### src/rtl/bc1_pkg.sv
// Package for the BC1 block decoder: RGB565 field positions, the reciprocal
// used for the divide by three and the palette word passed between stages.
// Depends on nothing; every rtl module refers to it by scoped names.
package bc1_pkg;

  localparam int unsigned ColourW  = 16;
  localparam int unsigned IdxW     = 32;
  localparam int unsigned Rows     = 4;
  localparam int unsigned Cols     = 4;
  localparam int unsigned RowW     = $clog2(Rows);
  localparam int unsigned SelW     = 2;
  localparam int unsigned RowBits  = Cols * SelW;

  localparam int unsigned BlueLsb  = 0;
  localparam int unsigned GreenLsb = 5;
  localparam int unsigned RedLsb   = 11;
  localparam int unsigned Ch5W     = 5;
  localparam int unsigned Ch6W     = 6;

  // Weighted sums of two channels fit in eight bits (3 * 63 = 189).
  localparam int unsigned SumW       = 8;
  // floor(x / 3) == (x * 171) >> 9 for every x below 256.
  localparam int unsigned RecipThird = 171;
  localparam int unsigned RecipShift = 9;
  localparam int unsigned RecipW     = 8;
  localparam int unsigned ProdW      = SumW + RecipW;

  localparam int unsigned NumCh = 3;

  typedef logic [ColourW-1:0] colour_t;
  typedef logic [Ch6W-1:0]    chan_t;

  // Palette of one block plus its index bits.
  typedef struct packed {
    colour_t [Rows-1:0] pal;
    logic [IdxW-1:0]    idx;
  } blk_t;

  // Channel k (0 blue, 1 green, 2 red) of an RGB565 word, zero extended.
  function automatic chan_t get_chan(input colour_t c, input int unsigned k);
    chan_t res;
    res = '0;
    unique case (k)
      0:       res = chan_t'(c[BlueLsb +: Ch5W]);
      1:       res = c[GreenLsb +: Ch6W];
      default: res = chan_t'(c[RedLsb +: Ch5W]);
    endcase
    return res;
  endfunction

  function automatic colour_t pack_rgb(input chan_t b, input chan_t g, input chan_t r);
    return {r[Ch5W-1:0], g, b[Ch5W-1:0]};
  endfunction

  function automatic chan_t div3(input logic [SumW-1:0] x);
    logic [ProdW-1:0] prod;
    prod = ProdW'(x) * ProdW'(RecipThird);
    return prod[RecipShift +: Ch6W];
  endfunction

endpackage

### src/rtl/bc1_blend.sv
// Palette stages of the BC1 decoder: channel sums, then divide by three and
// palette selection. Depends on bc1_pkg.
module bc1_blend (
  input  logic                         clk_i,
  input  logic                         rst_ni,
  input  logic                         three_en_i,
  input  logic                         in_valid_i,
  output logic                         in_ready_o,
  input  logic [bc1_pkg::ColourW-1:0]  endpoint_a_i,
  input  logic [bc1_pkg::ColourW-1:0]  endpoint_b_i,
  input  logic [bc1_pkg::IdxW-1:0]     index_bits_i,
  output logic                         blk_valid_o,
  input  logic                         blk_ready_i,
  output bc1_pkg::blk_t                blk_o
);

  logic                                            s1_valid_q, s2_valid_q;
  logic                                            s1_ready, s2_ready;
  bc1_pkg::colour_t                                s1_a_q, s1_b_q;
  logic [bc1_pkg::IdxW-1:0]                        s1_idx_q;
  logic                                            s1_tc_q, s1_tc_d;
  logic [bc1_pkg::NumCh-1:0][bc1_pkg::SumW-1:0]    s1_sa_q, s1_sa_d;
  logic [bc1_pkg::NumCh-1:0][bc1_pkg::SumW-1:0]    s1_sb_q, s1_sb_d;
  logic [bc1_pkg::NumCh-1:0][bc1_pkg::Ch6W-1:0]    s1_half_q, s1_half_d;
  bc1_pkg::blk_t                                   s2_q, s2_d;
  logic [bc1_pkg::NumCh-1:0][bc1_pkg::Ch6W-1:0]    p2, p3;

  assign s2_ready   = !s2_valid_q || blk_ready_i;
  assign s1_ready   = !s1_valid_q || s2_ready;
  assign in_ready_o = s1_ready;

  // Stage one: the weighted sums 2a+b, a+2b and the average a+b.
  always_comb begin
    logic [bc1_pkg::SumW-1:0] ca, cb;
    s1_tc_d = three_en_i && (endpoint_a_i <= endpoint_b_i);
    for (int k = 0; k < bc1_pkg::NumCh; k++) begin
      ca = bc1_pkg::SumW'(bc1_pkg::get_chan(endpoint_a_i, k));
      cb = bc1_pkg::SumW'(bc1_pkg::get_chan(endpoint_b_i, k));
      s1_sa_d[k]   = (ca << 1) + cb;
      s1_sb_d[k]   = ca + (cb << 1);
      s1_half_d[k] = bc1_pkg::Ch6W'((ca + cb) >> 1);
    end
  end

  // Stage two: divide by three and choose the palette form.
  always_comb begin
    for (int k = 0; k < bc1_pkg::NumCh; k++) begin
      p2[k] = s1_tc_q ? s1_half_q[k] : bc1_pkg::div3(s1_sa_q[k]);
      p3[k] = s1_tc_q ? '0 : bc1_pkg::div3(s1_sb_q[k]);
    end
    s2_d.pal[0] = s1_a_q;
    s2_d.pal[1] = s1_b_q;
    s2_d.pal[2] = bc1_pkg::pack_rgb(p2[0], p2[1], p2[2]);
    s2_d.pal[3] = bc1_pkg::pack_rgb(p3[0], p3[1], p3[2]);
    s2_d.idx    = s1_idx_q;
  end

  always_ff @(posedge clk_i or negedge rst_ni) begin
    if (!rst_ni) begin
      s1_valid_q <= 1'b0;
      s2_valid_q <= 1'b0;
    end else begin
      if (s1_ready) begin
        s1_valid_q <= in_valid_i;
      end
      if (s2_ready) begin
        s2_valid_q <= s1_valid_q;
      end
    end
  end

  always_ff @(posedge clk_i) begin
    if (s1_ready && in_valid_i) begin
      s1_a_q    <= endpoint_a_i;
      s1_b_q    <= endpoint_b_i;
      s1_idx_q  <= index_bits_i;
      s1_tc_q   <= s1_tc_d;
      s1_sa_q   <= s1_sa_d;
      s1_sb_q   <= s1_sb_d;
      s1_half_q <= s1_half_d;
    end
    if (s2_ready && s1_valid_q) begin
      s2_q <= s2_d;
    end
  end

  assign blk_valid_o = s2_valid_q;
  assign blk_o       = s2_q;

endmodule

### src/rtl/bc1_row_ser.sv
// Row serialiser of the BC1 decoder: holds one palette and emits the four
// rows through a registered output word. Depends on bc1_pkg.
module bc1_row_ser (
  input  logic                         clk_i,
  input  logic                         rst_ni,
  input  logic                         blk_valid_i,
  output logic                         blk_ready_o,
  input  bc1_pkg::blk_t                blk_i,
  output logic                         out_valid_o,
  input  logic                         out_ready_i,
  output logic [bc1_pkg::ColourW-1:0]  pixel_col0_o,
  output logic [bc1_pkg::ColourW-1:0]  pixel_col1_o,
  output logic [bc1_pkg::ColourW-1:0]  pixel_col2_o,
  output logic [bc1_pkg::ColourW-1:0]  pixel_col3_o,
  output logic [bc1_pkg::RowW-1:0]     row_number_o,
  output logic                         last_row_o
);

  localparam logic [bc1_pkg::RowW-1:0] LastRow = bc1_pkg::RowW'(bc1_pkg::Rows - 1);

  logic                                          hold_valid_q;
  bc1_pkg::blk_t                                 hold_q;
  logic [bc1_pkg::RowW-1:0]                      row_q;
  logic                                          ov_q;
  bc1_pkg::colour_t [bc1_pkg::Cols-1:0]          pix_q, pix_d;
  logic [bc1_pkg::RowW-1:0]                      rown_q;
  logic                                          last_q;
  logic                                          out_load, hold_done, blk_take;
  logic [bc1_pkg::RowBits-1:0]                   row_idx;

  assign out_load    = hold_valid_q && (!ov_q || out_ready_i);
  assign hold_done   = out_load && (row_q == LastRow);
  assign blk_ready_o = !hold_valid_q || hold_done;
  assign blk_take    = blk_ready_o && blk_valid_i;

  assign row_idx = hold_q.idx[row_q * bc1_pkg::RowBits +: bc1_pkg::RowBits];

  always_comb begin
    for (int x = 0; x < bc1_pkg::Cols; x++) begin
      pix_d[x] = hold_q.pal[row_idx[x * bc1_pkg::SelW +: bc1_pkg::SelW]];
    end
  end

  always_ff @(posedge clk_i or negedge rst_ni) begin
    if (!rst_ni) begin
      hold_valid_q <= 1'b0;
      row_q        <= '0;
      ov_q         <= 1'b0;
    end else begin
      if (blk_take) begin
        hold_valid_q <= 1'b1;
        row_q        <= '0;
      end else if (out_load) begin
        hold_valid_q <= !hold_done;
        row_q        <= row_q + 1'b1;
      end
      if (out_load) begin
        ov_q <= 1'b1;
      end else if (out_ready_i) begin
        ov_q <= 1'b0;
      end
    end
  end

  always_ff @(posedge clk_i) begin
    if (blk_take) begin
      hold_q <= blk_i;
    end
    if (out_load) begin
      pix_q  <= pix_d;
      rown_q <= row_q;
      last_q <= (row_q == LastRow);
    end
  end

  assign out_valid_o  = ov_q;
  assign pixel_col0_o = pix_q[0];
  assign pixel_col1_o = pix_q[1];
  assign pixel_col2_o = pix_q[2];
  assign pixel_col3_o = pix_q[3];
  assign row_number_o = rown_q;
  assign last_row_o   = last_q;

`ifndef SYNTHESIS
  // A taken row that is not the last is followed at once by the next row.
  assert property (@(posedge clk_i) disable iff (!rst_ni)
    out_valid_o && out_ready_i && !last_row_o |=> out_valid_o)
    else $error("row serialiser left a gap inside a block");

  assert property (@(posedge clk_i) disable iff (!rst_ni)
    out_valid_o && out_ready_i && !last_row_o |=>
      row_number_o == $past(row_number_o) + 1'b1)
    else $error("row numbers out of order within a block");

  // After the last row of a block the next word shown, if any, is row zero.
  assert property (@(posedge clk_i) disable iff (!rst_ni)
    out_valid_o && out_ready_i && last_row_o |=> !out_valid_o || row_number_o == '0)
    else $error("new block did not start at the top row");
`endif

endmodule

### src/rtl/bc1_block_decoder.sv
// BC1 (DXT1) block decoder. Each input word is one compressed 4x4 block: two
// RGB565 endpoints and 32 bits of 2-bit palette indices. Each block yields four
// output words, one per pixel row, top row first, with the row number and a
// flag on the fourth row. Palette entries 2 and 3 are floor((2a+b)/3) and
// floor((a+2b)/3) per channel; with three_color_mode_enable set and a <= b
// they become the average of the endpoints and black. The pipeline has two
// palette stages, a row serialiser and a registered output word: a block passes
// the stage-one, stage-two and serialiser block registers before its first row
// reaches the output word. The serialiser emits one row per cycle from the block
// it holds while the output is not stalled, and the next block is taken in the
// same cycle as the previous block's last row is loaded into the output word.
// The configuration register (byte address 0) should be written only while
// no block is in flight.
module bc1_block_decoder (
  input  logic                         clk_i,
  input  logic                         rst_ni,
  // Configuration port
  input  logic                         psel,
  input  logic                         penable,
  input  logic                         pwrite,
  input  logic [2:0]                   paddr,
  input  logic [31:0]                  pwdata,
  output logic [31:0]                  prdata,
  output logic                         pready,
  // Block input
  input  logic                         in_valid_i,
  output logic                         in_ready_o,
  input  logic [bc1_pkg::ColourW-1:0]  endpoint_a_i,
  input  logic [bc1_pkg::ColourW-1:0]  endpoint_b_i,
  input  logic [bc1_pkg::IdxW-1:0]     index_bits_i,
  // Row output
  output logic                         out_valid_o,
  input  logic                         out_ready_i,
  output logic [bc1_pkg::ColourW-1:0]  pixel_col0_o,
  output logic [bc1_pkg::ColourW-1:0]  pixel_col1_o,
  output logic [bc1_pkg::ColourW-1:0]  pixel_col2_o,
  output logic [bc1_pkg::ColourW-1:0]  pixel_col3_o,
  output logic [bc1_pkg::RowW-1:0]     row_number_o,
  output logic                         last_row_o
);

  // Register index is the word address; only index zero exists.
  localparam logic RegThreeColour = 1'b0;

  logic          three_en_q;
  logic          cfg_wr;
  logic          blk_valid, blk_ready;
  bc1_pkg::blk_t blk;

  assign pready = 1'b1;
  assign cfg_wr = psel && penable && pwrite && pready;

  always_ff @(posedge clk_i or negedge rst_ni) begin
    if (!rst_ni) begin
      three_en_q <= 1'b0;
    end else if (cfg_wr && (paddr[2] == RegThreeColour)) begin
      three_en_q <= pwdata[0];
    end
  end

  // Reads of unknown addresses return zero.
  assign prdata = (paddr[2] == RegThreeColour) ? {31'b0, three_en_q} : 32'b0;

  bc1_blend u_blend (
    .clk_i        (clk_i),
    .rst_ni       (rst_ni),
    .three_en_i   (three_en_q),
    .in_valid_i   (in_valid_i),
    .in_ready_o   (in_ready_o),
    .endpoint_a_i (endpoint_a_i),
    .endpoint_b_i (endpoint_b_i),
    .index_bits_i (index_bits_i),
    .blk_valid_o  (blk_valid),
    .blk_ready_i  (blk_ready),
    .blk_o        (blk)
  );

  bc1_row_ser u_row_ser (
    .clk_i        (clk_i),
    .rst_ni       (rst_ni),
    .blk_valid_i  (blk_valid),
    .blk_ready_o  (blk_ready),
    .blk_i        (blk),
    .out_valid_o  (out_valid_o),
    .out_ready_i  (out_ready_i),
    .pixel_col0_o (pixel_col0_o),
    .pixel_col1_o (pixel_col1_o),
    .pixel_col2_o (pixel_col2_o),
    .pixel_col3_o (pixel_col3_o),
    .row_number_o (row_number_o),
    .last_row_o   (last_row_o)
  );

endmodule

### config.mk
export PLATFORM = sky130hd
export DESIGN_NAME = bc1_block_decoder
export DESIGN_NICKNAME = d
export VERILOG_FILES = /design/src/rtl/bc1_pkg.sv /design/src/rtl/bc1_blend.sv /design/src/rtl/bc1_row_ser.sv /design/src/rtl/bc1_block_decoder.sv
export SDC_FILE = /design/constraint.sdc
export NUM_CORES = 1
export LEC_CHECK = 0
export ABC_AREA = 1
export BUFFER_PORTS_ARGS = -buffer_cell sky130_fd_sc_hd__buf_2
export CAP_MARGIN = 20
export CORE_UTILIZATION = 51
export DETAILED_ROUTE_END_ITERATION = 8
export GPL_ROUTABILITY_DRIVEN = 0
export PLACE_DENSITY = 0.68
export SKIP_CTS_REPAIR_TIMING = 1
export SYNTH_ARGS = -nofsm -noshare
export SYNTH_HDL_FRONTEND = slang
export SYNTH_SLANG_ARGS = --single-unit
### constraint.sdc
create_clock -name clk_i -period 5.3 [get_ports clk_i]
set_input_delay 1.06 -clock clk_i [delete_from_list [all_inputs] [get_ports clk_i]]
set_output_delay 1.06 -clock clk_i [all_outputs]
set_load 0.005 [all_outputs]
==> summary.md, run 1 <==
| Metric | Value |
|---|---|
| P&R area growth vs syn | `11.01%` |
| Post-synthesis register bit count | `385` |
| Max-cap violations | `0` |
| Tightest hold margin | `about 0.37 ns` |
| Syn Inst Count | `around 2200` |
| Vias in the first global route | `between 15000 and 20000` |
| Total CTS buffers | `41` |
| Netlist Area Pre-Place | `~23000 um2` |
| Dpl cell area | `roughly 24000 um2` |
| Run status | `finished, final reports clean` |
| CTS H-tree depth | `2` |
| Clk_skew | `0.03099 ns` |
| Fmax | `262.6 MHz` |
| Final wirelength | `~48000 um` |
| Data required, critical path | `5.63 ns` |
| Max FO, Critical Path | `4` |
| Rel. slew slack | `a little under a third` |
| Crit. End Element | `flop` |
| Sum of negative setup slack | `0 ns` |
| Mean Syn Cell Area | `about 10 um2` |
| Initial Utilization | `a little over half` |
| Max clock buf depth | `3` |
| Detail Placement HPWL | `35500 um` |
| Final nets | `between 2000 and 3000` |
| Num Clock Sinks | `approximately 390` |
| Setup Viol. Count Final | `0` |
| Remaining DRCs | `0` |
| Final period utilization | `a little under three quarters` |
| Final instance area | `25710 um2` |
| Worst-Margin Slew | `around 1.0 ns` |
| GRT Util Overall | `20.96%` |
| Grt ovf | `0` |
| Worst slack, placed | `~1.5 ns` |
| Chip width | `roughly 220 um` |
| Synth Warn # | `0` |
| Pin count of the biggest net entering global routing | `64` |
| Min Clock Period, post-route | `around 3.8 ns` |
| Seq/Total Area, Yosys | `between 40% and 50%` |
| Type of origin of the critical path | `flop` |
| CTS tree | `built` |
| Port Buffers | `~140` |
| RSZ-0062 raised after global routing | `no` |
| First-pass GRT wire length | `77000 um` |
| Yosys cell types | `37` |
| Worst reg-to-reg path cell count | `13` |
| Min-Delay Path Class | `primary input to async pin` |
| Clock Latency Late Sink | `about 0.58 ns` |
| Core footprint | `approximately 45000 um2` |
| Final Max Slew Viols | `0` |
| Routed WL per cell | `16.01 um` |
| Final hold viol count | `0` |
| Pre-antenna DRT Iters | `7` |
| Worst EP arrival | `between 4 and 5 ns` |
| Die height | `~220 um` |
| Crit Path Class | `flop to flop` |
| Most frequent cells in the layout | `edfxtp_1, inv_1, nand2_1` |
| Initial DRC count | `1292` |
| Die ar. | `around 46000 um2` |
| Multi-input logic area | `a little under 10000 um2` |
| # rows | `between 70 and 80` |
| # fillers | `approximately 3700` |
| Register area | `about 12000 um2` |
| Clock-pin slew on the worst setup and hold paths | `roughly 0.060 ns` |
| Layout cells sized above 1 | `under 10%` |
| I/O Pins | `around 210` |
| Vias | `15740` |
| Initial antenna violation count | `1` |
| Vias per cell | `about 5.3` |
| Final antenna-violating net count | `0` |
| Worst Setup Slack, final | `roughly 1.5 ns` |
| CTS root buf | `clkbuf_16` |
| Commonest non-fill, non-tap cell in the layout | `edfxtp_1` |
==> path summary, 6_finish.rpt <==
check	start	end	slack, ns
max in group asynchronous	rst_ni	three_en_q	4.67
worst max-delay path	u_blend.s1_sa_q[11]	u_blend.blk_o[73]	1.49
worst min-delay path	rst_ni	u_row_ser.out_valid_o	0.37
worst min register to register	u_blend.blk_o[84]	u_row_ser.hold_q[84]	0.40
min in group clk_i	u_blend.blk_o[84]	u_row_ser.hold_q[84]	0.40
worst max register to register	u_blend.s1_sa_q[11]	u_blend.blk_o[73]	1.49
==> cells in the mapped netlist <==
library cell    n  share of area (%)
and2_1          1              0.027
dfrtp_1         7               0.76
o22ai_1         1              0.027
nor3b_1         2              0.065
nor3_1          5               0.11
o21ai_1       126                2.7
buf_6          15               0.73
o21a_1          3              0.097
inv_2           7               0.11
o21ai_0       106                2.3
o31ai_1         1              0.032
and3_1          1              0.027
nand3_1        68                1.5
a21oi_1        78                1.7
clkbuf_1       19               0.31
or2_2           4               0.11
buf_4          35                1.1
o21bai_1       17               0.55
a32oi_1         4               0.15
nand4_1        13               0.35
fa_1           63                5.4
ha_1          287                 16
xnor2_1        19               0.72
edfxtp_1      378                 49
nand2_1       319                5.2
conb_1          2              0.032
a31oi_1        10               0.27
buf_2           8               0.17
or2_1           8               0.22
a21boi_0        1              0.032
nand2_2         4               0.11
a21o_1          1              0.032
xor2_1         29                1.1
a211oi_1        3              0.097
inv_1         351                5.7
nor4_1          1              0.027
nor2_1        223                3.6
==> area by class of cell <==
type | instances | share of cell area, %
Tap cell | 592 | 2.881
Clock buffer | 50 | 4.122
Sequential cell | 385 | 44.84
Antenna cell | 1 | 0.009734
Inverter | 358 | 5.247
Multi-Input combinational cell | 1430 | 38.35
Timing Repair Buffer | 151 | 3.076
Clock inverter | 26 | 1.480
==> logic make-up (layout without fill, tap and decap cells) <==
logic type,Yosys count,count (layout),synth area share [%]
simple gates,649,649,11.29
buf+inv,435,585,8.147
flops,385,385,49.77
compound gates,351,351,7.991
fa+ha+maj,350,350,20.95
xor+xnor,48,48,1.815
other cells,2,33,0.03243
==> metal layers <==
metal	share of wire, %	track usage (%)	vias to the layer above
met5	0	0	-
met4	2.4	6.478	0
met3	6.3	3.638	83
met2	47	34.38	538
met1	45	28.46	7424
li1	-	-	7699
==> per-stage QoR <==
stage          std cells  util [%]
2_1_floorplan       2250         -
3_3_place_gp        2915     54.47
3_5_place_dp        2915     54.47
4_1_cts             2991     57.71
5_1_grt             2992     57.75
6_report            2993     57.76
==> flip-flops by register name, summed over array words and instances, names as in the netlist, 2 cells and up <==
name / flops
u_blend.s1_b_q: 15
u_blend.s1_sb_q: 20
u_row_ser.pixel_col0_o: 16
u_row_ser.row_number_o: 2
u_row_ser.pixel_col1_o: 16
u_blend.s1_a_q: 15
u_blend.s1_half_q: 16
u_row_ser.hold_q: 96
u_blend.s1_idx_q: 32
u_row_ser.pixel_col2_o: 16
u_blend.blk_o: 96
u_blend.s1_sa_q: 20
u_row_ser.row_q: 2
u_row_ser.pixel_col3_o: 16
==> critical path: stages, from the launching register on <==
cell	delay (ns)
edfxtp_1	0.47
ha_1	0.36
fa_1	0.50
fa_1	0.52
inv_1	0.06
fa_1	0.53
inv_1	0.04
ha_1	0.32
nand2_1	0.11
nor2_1	0.06
o21ai_0	0.27
nand4_1	0.12
nand3_1	0.14
nand2_1	0.06
Power of run 1 is left out: the tool's default activity adds up to more than one toggle a clock period on the data nets, which glitch-free logic cannot reach.
==> inputs of run 2 (changes only) <==
Settings changed: PLACE_DENSITY 0.68 to 0.71.
Clock period 5.3 ns to 3.4 ns, I/O delays scaled along.
==> run 2 against run 1 <==
The flow now finishes with violations (setup timing); global-route usage increased by 0.71 points; critical endpoint unchanged; cell area rose by 4.8%; die area did not move; sequential cell count unchanged; sequential share of layout area shrank 2.1 points; routed wire length is 8.1% higher.
==> summary.md, run 2 (synthesized netlist as in run 1, its figures left out) <==
| Metric | Value |
|---|---|
| Min-Delay Path Class | `primary input to flop (was primary input to async pin)` |
| Top Usage Layer GRT | `met2 (unchanged)` |
| FF-to-FF End | `u_blend.blk_o[73] (unchanged)` |
| Routed WL per cell | `17.01 um (was 16.01 um)` |
| P&R area growth vs syn | `16.33% (was 11.01%)` |
| Layout cells sized above 1 | `16.65% (was 9.750%)` |
| Detail Placement HPWL | `36530 um (was 35500 um)` |
| Core footprint | `44510 um2 (unchanged)` |
| Final wirelength | `51830 um (was 47930 um)` |
| Final hold viol count | `0 (unchanged)` |
| Max clock buf depth | `3 (unchanged)` |
| Worst-Margin Slew | `1.082 ns (was 1.026 ns)` |
| Chip width | `215.1 um (unchanged)` |
| Run status | `finished, violations left (was finished, final reports clean)` |
| Pin count of the biggest net entering global routing | `97 (was 64)` |
| Min Clock Period, post-route | `3.428 ns (was 3.809 ns)` |
| Data required, critical path | `3.72 ns (was 5.63 ns)` |
| Worst reg-to-reg path cell count | `14 (was 13)` |
| I/O Pins | `208 (unchanged)` |
| GRT Util Overall | `21.67% (was 20.96%)` |
| Met2 usage | `36.79% (was 34.38%)` |
| Setup Viol. Count Final | `4 (was 0)` |
| Commonest non-fill, non-tap cell in the layout | `edfxtp_1 (unchanged)` |
| Port Buffers | `142 (unchanged)` |
| CTS H-tree depth | `2 (unchanged)` |
| Final instance area | `26940 um2 (was 25710 um2)` |
| Pre-antenna DRT Iters | `6 (was 7)` |
| Grt ovf | `0 (unchanged)` |
| Total CTS buffers | `42 (was 41)` |
| Critical path startpoint | `u_blend.s1_sa_q[9] (was u_blend.s1_sa_q[11])` |
| Hold Path End | `u_blend.s1_idx_q[9]` |
| Initial Utilization | `52.03% (unchanged)` |
| Final period utilization | `100.8% (was 71.86%)` |
| Die height | `215.1 um (unchanged)` |
| Met1 track demand over resource | `28.36% (was 28.46%)` |
| Clock-pin slew on the worst setup and hold paths | `0.06 ns (about the same)` |
| Crit. End Element | `flop (unchanged)` |
| Initial antenna violation count | `1 (unchanged)` |
| Remaining DRCs | `0 (unchanged)` |
| Final nets | `2880 (was 2823)` |
| Rel. slew slack | `27.78% (was 31.49%)` |
| Failing checks | `setup timing` |
| Reg2reg setup slack | `-0.03 ns (was 1.49 ns)` |
| Clk_skew | `0.03210 ns (was 0.03099 ns)` |
| Max FO, Critical Path | `3 (was 4)` |
| Final antenna-violating net count | `0 (unchanged)` |
| # rows | `77 (unchanged)` |
| Worst r2r src | `u_blend.s1_sa_q[9] (was u_blend.s1_sa_q[11])` |
| Met3 Use GR | `3.227% (was 3.638%)` |
| Initial DRC count | `1310 (was 1292)` |
| Die ar. | `46270 um2 (unchanged)` |
| CTS tree | `built (unchanged)` |
| CTS root buf | `clkbuf_16 (unchanged)` |
| Dpl cell area | `24650 um2 (was 24240 um2)` |
| Final Max Slew Viols | `0 (unchanged)` |
| Crit Path Class | `flop to flop (unchanged)` |
| Num Clock Sinks | `385 (unchanged)` |
| Vias | `16340 (was 15740)` |
| Worst Setup Slack, final | `-0.02846 ns (was 1.491 ns)` |
| Ant. Diodes | `0 (was 1)` |
| Worst EP arrival | `3.75 ns (was 4.14 ns)` |
| Max-cap violations | `0 (unchanged)` |
| Most frequent cells in the layout | `edfxtp_1, inv_1, nand2_1 (unchanged)` |
| Vias in the first global route | `15790 (was 15280)` |
| Vias per cell | `5.362 (was 5.260)` |
| Fmax | `291.7 MHz (was 262.6 MHz)` |
| Hold_sp | `index_bits_i[9]` |
| Hold depth | `1` |
| Type of origin of the critical path | `flop (unchanged)` |
| RSZ-0062 raised after global routing | `yes (was no)` |
| Clock Latency Late Sink | `0.58 ns (about the same)` |
| First-pass GRT wire length | `80140 um (was 77000 um)` |
[run 2: final cells by class]
type / count / area, um2
Multi-Input combinational cell: 1430 / 10680
Inverter: 358 / 1350
Sequential cell: 385 / 11530
Timing Repair Buffer: 207 / 1255
Clock buffer: 45 / 1062
Clock inverter: 31 / 327.8
Fill cell: 3464 / 17570
Tap cell: 592 / 740.7
[run 2: worst max path at each step]
| stage | endpoint | slack, ns | cells past startpoint |
|---|---|---|---|
| 2_1_floorplan | u_blend.blk_o[74] | 0.002 | 14 |
| 3_3_place_gp | u_blend.blk_o[73] | -0.12 | 14 |
| 3_5_place_dp | u_blend.blk_o[73] | -0.15 | 14 |
| 4_1_cts | u_blend.blk_o[73] | -0.17 | 14 |
| 5_1_grt | u_blend.blk_o[73] | -0.14 | 16 |
| 6_report | u_blend.blk_o[73] | -0.03 | 14 |
[run 2: critical path: stages, from the launching register on]
cell and delay [ns]:
edfxtp_1 0.43, ha_4 0.27, fa_1 0.48, fa_1 0.49, inv_1 0.05, fa_1 0.48
inv_2 0.05, ha_4 0.29, nand2_2 0.08, nor2_2 0.13, nand3_2 0.10, nand3_1 0.09
nand2_1 0.07, nand3_2 0.09, nand2_1 0.06
[run 2: per-stage QoR]
step | cells | TNS [ns] | worst slack, ns | utilization, % | hold slack (ns)
2_1_floorplan | 2250 | 0 | 0.002195 | - | 0.3844
3_3_place_gp | 2959 | -0.5424 | -0.1175 | 55.37 | 0.4021
3_5_place_dp | 2959 | -1.165 | -0.1525 | 55.37 | 0.4045
4_1_cts | 3035 | -1.598 | -0.1658 | 58.50 | -0.04032
5_1_grt | 3048 | -1.190 | -0.1411 | 60.52 | 0.2527
6_report | 3048 | -0.05935 | -0.02846 | 60.52 | 0.2708
[run 2: per-layer routing]
layer	vias up	part of all wire, %
li1	7807	-
met1	7790	42
met2	612	49
met3	132	6.3
met4	2	3.2
met5	-	0.014
Power of run 2 is left out for the same reason.
